## config.mk

```make
export PLATFORM = sky130hd
export DESIGN_NAME = lzhc_front
export DESIGN_NICKNAME = d
export VERILOG_FILES = /design/src/rtl/lzhc_pkg.sv /design/src/rtl/lzhc_front.sv
export SDC_FILE = /design/constraint.sdc
export NUM_CORES = 1
export LEC_CHECK = 0
export BUFFER_PORTS_ARGS = -buffer_cell sky130_fd_sc_hd__buf_2
export CAP_MARGIN = 20
export CORE_ASPECT_RATIO = 1.25
export CORE_MARGIN = 2
export CORE_UTILIZATION = 41
export CTS_CLUSTER_SIZE = 14
export DETAILED_ROUTE_END_ITERATION = 7
export GPL_TIMING_DRIVEN = 0
export HOLD_SLACK_MARGIN = 0.1
export PLACE_DENSITY_LB_ADDON = 0.3
export SYNTH_ARGS = -nofsm -noshare
export SYNTH_HDL_FRONTEND = slang
export SYNTH_SLANG_ARGS = --single-unit
export TNS_END_PERCENT = 5
```

## constraint.sdc

```tcl
create_clock -name clk -period 1.3 [get_ports clk]
set_input_delay 0.26 -clock clk [delete_from_list [all_inputs] [get_ports clk]]
set_output_delay 0.26 -clock clk [all_outputs]
set_load 0.05 [all_outputs]
```

## src/rtl/lzhc_pkg.sv

```systemverilog
// Shared constants, types and a helper function for the LZ77 hash chain insert core.
// Depends on nothing; every other file in rtl/ refers to it by scoped names.
package lzhc_pkg;

  // Table geometry.
  localparam int HASH_W      = 15;
  localparam int HASH_SPAN   = 3;
  localparam int WIN_SIZE    = 32768;
  localparam int HASH_SHIFT  = (HASH_W + HASH_SPAN - 1) / HASH_SPAN;
  localparam int HEAD_DEPTH  = 1 << HASH_W;
  localparam int WIN_AW      = $clog2(WIN_SIZE);
  localparam int SWEEP_AW    = (HASH_W > WIN_AW) ? HASH_W : WIN_AW;
  localparam int SWEEP_DEPTH = 1 << SWEEP_AW;

  // Fixed field widths.
  localparam int POS_W      = 16;
  localparam int BYTE_W     = 8;
  localparam int OUT_HASH_W = 15;

  // Queue between front and back.
  localparam int QUEUE_DEPTH = 2;
  localparam int QUEUE_AW    = $clog2(QUEUE_DEPTH);

  typedef enum logic {
    CMD_INSERT = 1'b0,
    CMD_SLIDE  = 1'b1
  } lzhc_cmd_t;

  // One classified word as it travels through the queue.
  typedef struct packed {
    lzhc_cmd_t         cmd;
    logic [HASH_W-1:0] hash;
    logic [POS_W-1:0]  pos;
  } lzhc_item_t;

  // Status that the back end reports to the front end.
  typedef struct packed {
    logic clearing;
  } lzhc_stat_t;

  typedef enum logic [1:0] {
    ST_CLEAR,
    ST_RUN,
    ST_SLIDE,
    ST_SLIDE_END
  } lzhc_state_t;

  // Move a stored position down by one window; positions inside the old window become 0.
  function automatic logic [POS_W-1:0] rebase(input logic [POS_W-1:0] v);
    logic [POS_W:0] win;
    win = (POS_W + 1)'(WIN_SIZE);
    if ({1'b0, v} >= win) begin
      rebase = POS_W'({1'b0, v} - win);
    end else begin
      rebase = '0;
    end
  endfunction

endpackage

```

## src/rtl/lzhc_front.sv

```systemverilog
// Front end of the hash chain core: takes command words, keeps the rolling hash
// and pushes classified words into the queue. Depends on lzhc_pkg.
module lzhc_front (
  input  logic                         clk,
  input  logic                         rst_n,
  input  logic                         start,
  output logic                         busy,
  input  logic                         in_command,
  input  logic [lzhc_pkg::BYTE_W-1:0]  in_data_byte,
  input  logic [lzhc_pkg::POS_W-1:0]   in_position,
  input  lzhc_pkg::lzhc_stat_t         stat,
  input  logic                         q_ready,
  output logic                         q_push,
  output lzhc_pkg::lzhc_item_t         q_push_item
);

  logic [lzhc_pkg::HASH_W-1:0] rolling_hash_r;
  logic [lzhc_pkg::HASH_W-1:0] rolling_hash_nxt;
  logic [lzhc_pkg::HASH_W-1:0] hash_upd;
  lzhc_pkg::lzhc_cmd_t         cmd;

  assign cmd  = lzhc_pkg::lzhc_cmd_t'(in_command);
  assign busy = !q_ready || stat.clearing;

  always_comb begin
    hash_upd = lzhc_pkg::HASH_W'({rolling_hash_r, {lzhc_pkg::HASH_SHIFT{1'b0}}})
               ^ lzhc_pkg::HASH_W'(in_data_byte);
    q_push   = start && !busy;
    rolling_hash_nxt = rolling_hash_r;
    if (q_push && (cmd == lzhc_pkg::CMD_INSERT)) begin
      rolling_hash_nxt = hash_upd;
    end
    q_push_item.cmd  = cmd;
    q_push_item.hash = (cmd == lzhc_pkg::CMD_INSERT) ? hash_upd : rolling_hash_r;
    q_push_item.pos  = in_position;
  end

  always_ff @(posedge clk) begin
    if (!rst_n) begin
      rolling_hash_r <= '0;
    end else begin
      rolling_hash_r <= rolling_hash_nxt;
    end
  end

endmodule

```

==> qor.yml <==
worst_setup_path:
  critPathKind: "reg -> out"
  crit_buf_inv: 1
  critical_path_arrival_ps: 1210
  cp_top_family: "flip-flops"
  r2r-end: "rolling_hash_r[7]"
  critical-path-max-stage-delay_ps: 350
  worstPathRequired_ps: 1040
  path_cells: "xor2_2 > mux2_4 > buf_8"
  crit_slowest_cell: "dfxtp_2"
  worstRegToRegCells: 4
  r2r_slack_ps: 360
  reg2reg_from: "rolling_hash_r[2]"
  cp-end-kind: "output port"
  critPathLaunchType: "register"
  worstPathMaxFanout: 3
sta:
  skew_ps: 1.428
  tightest_slew_ps: 368.3
  fin_ws_ps: -172.4
  period_needed_ps: 1472
  slew_headroom_pct: 75.45
  rsz0062_at_grt: "true"
  tns_ps: -1316
  hold_ws_ps: 215.4
  finalSetupViolations: 15
  max_freq_mhz: 679.2
  drv_slew: 0
  finalHoldViolations: 0
  period_share_pct: 113.3
synth:
  ys_seq_area_share_pct: 30.53
  synth_compound_area_share_pct: 12.98
  yosysWarningCount: 0
  syn_avg_cell_area_sq_um: 9.366
  syn_nets: 135
  synthXorXnorAreaFrac_pct: 2.672
  synth_fa_ha_area_share_pct: 0
  synth-seq-cells: 15
  synth-simple-area-share_pct: 19.21
  synthDistinctLibCells: 17
  synth_cells: 105
  synth_mux_area_share_pct: 17.18
  synth_area_sq_um: 983.4
  synth_top_family_by_area: "simple AND/OR/NAND/NOR gates"
clocking:
  clock_path_buffers: 2
  insertion_delay_ps: 280
  cts_buffers: 3
  root_buffer: "clkbuf_4"
  cts_sinks: 15
  clkTransAtPathRegs_ps: 90
  cts_tree: "yes"
  cts_max_level: 1
  hold_buffers: 0
die:
  fp.dieW_um: 47.81
  coreArea_sq_mm: 0.002235
  die_h_um: 58.76
  pin_count: 64
  rows: 19
  start_util_pct: 44.01
  die_area_sq_mm: 0.002809
pwr:
  p_sw_w: 0.0004247
  p_leak_nw: 0.6404
  p_total_w: 0.001169
  intPower_w: 0.0007441
  ir_worst_vdd_v: 0.0006213
  p_per_area_mw_per_mm2: 838.6
  clockPowerShare_pct: 23.1
  netSwitchingFraction_pct: 36.34
  p_seq_share_pct: 40.5
  p_comb_share_pct: 36.4
route:
  antenna_left: 0
  drt_iter0_markers: 6
  wl_met2_mm: 1.263
  drt-total-wl_mm: 2.202
  drc: 0
  highest_layer: "met4"
  via_per_inst: 4.615
  wl_per_cell_um: 11.78
  vias: 863
  drtPass1Iterations: 3
  met3WireLength_um: 122
  wl_met1_um: 775
cells_and_area:
  final_cell_mix: "buf_2, nand2_1, buf_4"
  diodes: 0
  fin_nets: 187
  largest_reg_flops: 15
  top_register: "rolling_hash_r"
  largestRegisters: "rolling_hash_r: 15 flops"
  final_core_util_pct: 62.37
  layout-drive-gt1-share_pct: 69.23
  final_common_cell: "buf_2"
  area_growth_pct: 41.73
min_path:
  min_from: "in_data_byte[0]"
  worstHoldEndpoint: "rolling_hash_r[0]"
  hold_depth: 3
  min_path_type: "in -> reg"
global_route:
  grt_pass1_vias: 824
  grt_usage_pct: 16.45
  grt_pass1_wl_mm: 3.346
  antenna_found_initial: 0
  grt_overflow: 0
  grt_max_degree: 11
placed_design:
  io_buffers: 46
  routabilityCongestion: 0.7136
  post-place-ws_ps: -195.7
  hpwlAfterDp_mm: 1.723
run_status:
  violations: "negative setup slack"
  status: "finished with violations"
run:
  drv_cap: 0
[how the worst max path moves through the flow]
stage / startpoint / depth (start not counted) / end / slack (ps)
finish: rolling_hash_r[2] / 3 / q_push_item[23] / -170
global route: rolling_hash_r[2] / 3 / q_push_item[23] / -210
CTS: rolling_hash_r[2] / 3 / q_push_item[23] / -170
detailed placement: in_command / 4 / q_push_item[25] / -200
global placement: in_command / 4 / q_push_item[26] / -170
floorplan: in_command / 3 / q_push_item[19] / 3
[through the flow]
stage,std cells,area [sq um]
after floorplan,105,993.5
after global placement,182,1262
after detailed placement,182,1262
after CTS,187,1386
after global routing,187,1394
final,187,1394
[synthesized netlist by cell type]
| cell type | n | area (sq um) |
|---|---|---|
| nand2_1 | 24 | 90.09 |
| clkbuf_1 | 1 | 3.750 |
| buf_8 | 1 | 15.01 |
| dfxtp_1 | 15 | 300.3 |
| a21boi_2 | 10 | 112.6 |
| buf_4 | 17 | 127.6 |
| nor2_1 | 7 | 26.28 |
| and4bb_4 | 1 | 16.27 |
| inv_1 | 1 | 3.750 |
| nor3b_1 | 3 | 22.52 |
| buf_6 | 1 | 11.26 |
| mux2_2 | 15 | 168.9 |
| xor2_1 | 3 | 26.28 |
| a21boi_0 | 2 | 15.01 |
| buf_2 | 2 | 10.01 |
| nand4bb_4 | 1 | 27.53 |
| nand2b_1 | 1 | 6.260 |
[final cells by class]
cell class,count,area [sq um]
Multi-Input combinational cell,67,548.0
Sequential cell,15,306.5
Buffer,22,170.2
Tap cell,31,38.79
Timing Repair Buffer,47,299.0
Inverter,1,3.754
Fill cell,213,840.8
Clock inverter,1,5.005
Clock buffer,3,22.52
[tightest hold or removal path: cells and delay by family]
kind	cells	cell delay [ps]
buffers and inverters	1	100
AND/OR/NAND/NOR	1	60
AO/OA/AOI/OAI	1	40
[per-layer routing]
layer / global-route usage [%] / vias up
met4: 8.108 / 0
met3: 0.9202 / 4
met2: 31.43 / 35
met5: 0 / -
met1: 16.63 / 397
li1: - / 427
[cells by family (layout without fill, tap and decap cells)]
| group | after synthesis | count (layout) |
|---|---|---|
| simple gates | 37 | 37 |
| buf+inv | 23 | 74 |
| mux | 15 | 15 |
| flops | 15 | 15 |
| compound gates | 12 | 12 |
| xor+xnor | 3 | 3 |
[power groups by stage]
stage,Combinational [W],Clock (W),Sequential [W]
2_1_floorplan,0.000307,0,0.000481
3_3_place_gp,0.000383,0,0.000482
3_5_place_dp,0.000388,0,0.000483
4_1_cts,0.000427,0.000274,0.000473
5_1_grt,0.000445,0.000307,0.000475
6_report,0.000425,0.000270,0.000473
[repair_timing]
item / CTS / global route
buffers inserted: 1 / 0
setup endpoints to repair: 15 / 15
pin swaps: 3 / 0
gates resized for setup: 29 / 1
(Power assumes the default switching activity.)
