--- src/rtl/lzhc_pkg.sv ---
// Shared constants, types and a helper function for the LZ77 hash chain insert core.
// Depends on nothing; every other file in rtl/ refers to it by scoped names.
package lzhc_pkg;

  // Table geometry.
  localparam int HASH_W      = 15;
  localparam int HASH_SPAN   = 3;
  localparam int WIN_SIZE    = 32768;
  localparam int HASH_SHIFT  = (HASH_W + HASH_SPAN - 1) / HASH_SPAN;
  localparam int HEAD_DEPTH  = 1 << HASH_W;
  localparam int WIN_AW      = $clog2(WIN_SIZE);
  localparam int SWEEP_AW    = (HASH_W > WIN_AW) ? HASH_W : WIN_AW;
  localparam int SWEEP_DEPTH = 1 << SWEEP_AW;

  // Fixed field widths.
  localparam int POS_W      = 16;
  localparam int BYTE_W     = 8;
  localparam int OUT_HASH_W = 15;

  // Queue between front and back.
  localparam int QUEUE_DEPTH = 2;
  localparam int QUEUE_AW    = $clog2(QUEUE_DEPTH);

  typedef enum logic {
    CMD_INSERT = 1'b0,
    CMD_SLIDE  = 1'b1
  } lzhc_cmd_t;

  // One classified word as it travels through the queue.
  typedef struct packed {
    lzhc_cmd_t         cmd;
    logic [HASH_W-1:0] hash;
    logic [POS_W-1:0]  pos;
  } lzhc_item_t;

  // Status that the back end reports to the front end.
  typedef struct packed {
    logic clearing;
  } lzhc_stat_t;

  typedef enum logic [1:0] {
    ST_CLEAR,
    ST_RUN,
    ST_SLIDE,
    ST_SLIDE_END
  } lzhc_state_t;

  // Move a stored position down by one window; positions inside the old window become 0.
  function automatic logic [POS_W-1:0] rebase(input logic [POS_W-1:0] v);
    logic [POS_W:0] win;
    win = (POS_W + 1)'(WIN_SIZE);
    if ({1'b0, v} >= win) begin
      rebase = POS_W'({1'b0, v} - win);
    end else begin
      rebase = '0;
    end
  endfunction

endpackage

--- src/rtl/lzhc_queue.sv ---
// Short queue of classified words between the front and back ends.
// Depends on lzhc_pkg for the word type and depth.
module lzhc_queue (
  input  logic                  clk,
  input  logic                  rst_n,
  input  logic                  push,
  input  lzhc_pkg::lzhc_item_t  push_item,
  output logic                  ready,
  input  logic                  pop,
  output logic                  head_valid,
  output lzhc_pkg::lzhc_item_t  head_item
);

  lzhc_pkg::lzhc_item_t          entry_r [lzhc_pkg::QUEUE_DEPTH];
  logic [lzhc_pkg::QUEUE_AW-1:0] wr_ptr_r;
  logic [lzhc_pkg::QUEUE_AW-1:0] wr_ptr_nxt;
  logic [lzhc_pkg::QUEUE_AW-1:0] rd_ptr_r;
  logic [lzhc_pkg::QUEUE_AW-1:0] rd_ptr_nxt;
  logic [lzhc_pkg::QUEUE_AW:0]   count_r;
  logic [lzhc_pkg::QUEUE_AW:0]   count_nxt;

  assign ready      = (count_r != (lzhc_pkg::QUEUE_AW + 1)'(lzhc_pkg::QUEUE_DEPTH));
  assign head_valid = (count_r != '0);
  assign head_item  = entry_r[rd_ptr_r];

  always_comb begin
    wr_ptr_nxt = wr_ptr_r;
    rd_ptr_nxt = rd_ptr_r;
    count_nxt  = count_r;
    if (push) begin
      wr_ptr_nxt = (wr_ptr_r == lzhc_pkg::QUEUE_AW'(lzhc_pkg::QUEUE_DEPTH - 1)) ?
                   '0 : wr_ptr_r + 1'b1;
    end
    if (pop) begin
      rd_ptr_nxt = (rd_ptr_r == lzhc_pkg::QUEUE_AW'(lzhc_pkg::QUEUE_DEPTH - 1)) ?
                   '0 : rd_ptr_r + 1'b1;
    end
    if (push && !pop) begin
      count_nxt = count_r + 1'b1;
    end else if (pop && !push) begin
      count_nxt = count_r - 1'b1;
    end
  end

  always_ff @(posedge clk) begin
    if (!rst_n) begin
      wr_ptr_r <= '0;
      rd_ptr_r <= '0;
      count_r  <= '0;
    end else begin
      wr_ptr_r <= wr_ptr_nxt;
      rd_ptr_r <= rd_ptr_nxt;
      count_r  <= count_nxt;
    end
  end

  always_ff @(posedge clk) begin
    if (push) begin
      entry_r[wr_ptr_r] <= push_item;
    end
  end

endmodule

--- config.mk ---
export PLATFORM = sky130hd
export DESIGN_NAME = lzhc_queue
export DESIGN_NICKNAME = d
export VERILOG_FILES = /design/src/rtl/lzhc_pkg.sv /design/src/rtl/lzhc_queue.sv
export SDC_FILE = /design/constraint.sdc
export NUM_CORES = 1
export LEC_CHECK = 0
export BUFFER_PORTS_ARGS = -buffer_cell sky130_fd_sc_hd__buf_4
export CELL_PAD_IN_SITES_DETAIL_PLACEMENT = 1
export CELL_PAD_IN_SITES_GLOBAL_PLACEMENT = 1
export CORE_MARGIN = 1
export CORE_UTILIZATION = 39
export DETAILED_ROUTE_END_ITERATION = 12
export GPL_TIMING_DRIVEN = 0
export PLACE_DENSITY_LB_ADDON = 0.1
export SKIP_LAST_GASP = 1
export SYNTH_ARGS = -nofsm -noshare
export SYNTH_HDL_FRONTEND = slang
export SYNTH_SLANG_ARGS = --single-unit
export TNS_END_PERCENT = 30
--- constraint.sdc ---
create_clock -name clk -period 2.5 [get_ports clk]
set_clock_uncertainty 0.2 [all_clocks]
set_input_delay 0.125 -clock clk [delete_from_list [all_inputs] [get_ports clk]]
set_output_delay 0.125 -clock clk [all_outputs]
set_load 0.005 [all_outputs]
==> results.txt <==
post-synthesis simple-gate area fraction -> 2.23%
Resize count post-CTS -> 0
largest net degree at the start of global routing -> 34
1st-iter DRT viols -> 30
placed cells -> 266
M2 GR Usage -> 30.5%
post-synth cell types -> 17
grt total ovfl -> 0
H-tree depth -> 3
gr usage total -> 15.9%
share of cells above drive strength 1 -> 36.6%
maxcap violations -> 0
hold crit path type -> reg2reg
global routing's busiest layer -> met2
# fillers -> 585
Final Instance Count excl. Fillers -> 318
total number of vias -> 1469
Max Fclk -> 0.544 GHz
sequential area share after synthesis -> 80.0%
Initial Util -> 41.5%
Placement Cell Area -> 0.00315 mm2
CP max stage delay -> 0.77 ns
clk sinks -> 69
RePlAce Congestion -> 0.610
wire per inst -> 15.7 um
post-route ant nets -> 0
pwr dens -> 682 mW/mm2
met3 Usage GRT -> 4.40%
HPWL after detailed placement -> 3.01 mm
# port buffers -> 69
residual DRC count -> 0
post-synthesis instance area -> 0.00253 mm2
Hold Fails Final Rpt -> 0
Seq cells post-synth -> 69
Min Hold Slack -> 0.307 ns
final setup fails -> 0
Rel. slew slack -> 37.0%
crit path launch type -> input pin
actual slew at the worst max-slew pin -> 0.943 ns
largest fanout on the critical path -> 33
Final min period -> 1.84 ns
Synth Area in Compound Gates -> 0.792%
Syn Nets -> 159
CP Cell Sequence -> dlygate4sd3_1 > buf_4 > nor2b_4
Post-Synthesis Cells -> 122
vias per cell -> 4.62
final count of pins violating max slew -> 0
Die Span Y -> 82.5 um
RSZ-0062 raised after global routing -> no
Max clock buf depth -> 2
final instance area -> 0.00370 mm2
P&R area growth vs syn -> 46.4%
adder-cell share of the synthesized area -> 0.495%
Skew-Pair Late Insertion Delay -> 0.32 ns
crit share post-route -> 73.6%
CP top delay family -> simple AND/OR/NAND/NOR gates
crit end category -> register
xor and xnor area share after synthesis -> 1.04%
Max VDD drop -> 0.376 mV
drt pass-1 iters -> 4
Worst-path clk slew -> 0.07 ns
Diodes inserted -> 0
syn_area_per_cell -> 20.7 um2
antenna violations before repair -> 0
multiplexer share of the synthesized area -> 14.3%
Die Wd -> 82.5 um
status -> completed
Rows -> 28
Core Box Area -> 0.00610 mm2
Setup CP Type -> in2reg
CP arrival -> 1.58 ns
Ports -> 70
crit path max-delay cell type -> nor2b_4
via count of the first global-routing pass -> 1675
TritonCTS Buffers -> 9
Syn. warnings -> 0
nets@finish -> 275
DIE AREA -> 0.00681 mm2
Buf+Inv Stages, Crit Path -> 2
Root Driver -> clkbuf_8
worst endpoint required time -> 2.25 ns
first-pass GRT wire length -> 7.56 mm
P_leak -> 1.43 nW
largest family of logic cells by synthesized area -> multiplexers
CTS tree -> yes
drt total wl -> 5.00 mm
Global Route met1 Usage -> 15.2%
==> synth_stat cells <==
| cell | number | area, um2 |
|---|---|---|
| o21ai_0 | 1 | 5.00 |
| o21a_1 | 1 | 7.51 |
| edfxtp_1 | 64 | 1920 |
| nand2b_1 | 1 | 6.26 |
| inv_1 | 1 | 3.75 |
| buf_2 | 1 | 5.00 |
| nor2b_1 | 2 | 12.5 |
| xor2_1 | 2 | 17.5 |
| and2_1 | 4 | 25.0 |
| mux2_1 | 32 | 360 |
| or3_1 | 1 | 6.26 |
| ha_1 | 1 | 12.5 |
| or2_1 | 1 | 6.26 |
| a21boi_1 | 1 | 7.51 |
| dfxtp_1 | 5 | 100 |
| buf_4 | 3 | 22.5 |
| xnor2_1 | 1 | 8.76 |
==> per-stage QoR <==
step / util (%) / total power, mW / setup slack, ns / TNS, ns
2_1_floorplan: - / 1.49 / 0.0975 / 0
3_3_place_gp: 51.5 / 1.65 / -0.632 / -20.76
3_5_place_dp: 51.7 / 1.66 / 0.771 / 0
4_1_cts: 60.7 / 2.55 / 0.655 / 0
5_1_grt: 60.7 / 2.62 / 0.541 / 0
6_report: 60.7 / 2.52 / 0.661 / 0
==> power breakdown <==
part	leakage (nW)	switching (mW)	internal, mW
Combinational	0.691	0.129	0.201
Sequential	0.642	0.0190	1.33
Clock	0.0997	0.376	0.469
Total	1.43	0.524	2.00
==> cell type report <==
| type | count | area, um2 | area share [%] |
|---|---|---|---|
| Inverter | 1 | 3.75 | 0.101 |
| Buffer | 4 | 27.5 | 0.744 |
| Clock inverter | 1 | 5.00 | 0.135 |
| Clock buffer | 15 | 186 | 5.04 |
| Sequential cell | 69 | 2020 | 54.6 |
| Timing Repair Buffer | 105 | 878 | 23.7 |
| Tap cell | 75 | 93.8 | 2.54 |
| Multi-Input combinational cell | 48 | 484 | 13.1 |
==> routing by layer <==
| layer | wire [um] | share of wire [%] | up-vias |
|---|---|---|---|
| met5 | 0 | 0 | - |
| met4 | 132 | 2.6 | 0 |
| met3 | 210 | 4.2 | 11 |
| met2 | 2730 | 55 | 52 |
| met1 | 1930 | 39 | 705 |
| li1 | - | - | 701 |
==> worst paths after layout <==
| path | slack (ns) | cells after the start | end | startpoint |
|---|---|---|---|---|
| worst max-delay path | 0.66 | 3 | entry_r[0][18] | push |
| worst min-delay path | 0.31 | 2 | count_r[1] | count_r[1] |
| worst max register to register | 0.82 | 1 | entry_r[0][18] | wr_ptr_r |
| worst min register to register | 0.31 | 2 | count_r[1] | count_r[1] |
==> kinds of logic (layout without fill, tap and decap cells) <==
group           after synthesis  count (layout)
mux                          32              32
buf+inv                       5             126
xor+xnor                      3               3
simple gates                  9               9
compound gates                3               3
fa+ha+maj                     1               1
flops                        69              69
==> sequential cells by signal, summed over array words and instances, names as in the netlist, named ones only <==
register,cells
rd_ptr_r,1
entry_r,64
count_r,2
wr_ptr_r,1
==> layout by cell type, fill, tap and decap left out, types with 2 or more instances in the layout <==
| cell | synthesis | layout |
|---|---|---|
| and2_1 | 4 | 3 |
| buf_4 | 3 | 72 |
| clkbuf_1 | 0 | 2 |
| clkbuf_8 | 0 | 13 |
| dfxtp_1 | 5 | 5 |
| dlygate4sd3_1 | 0 | 36 |
| edfxtp_1 | 64 | 64 |
| mux2_1 | 32 | 32 |
| xor2_1 | 2 | 2 |
==> what timing repair did <==
action                    4_1_cts  5_1_grt
hold endpoints to repair       69        0
hold buffers                   36        0
buffers inserted                0        0
(Power assumes the default switching activity.)
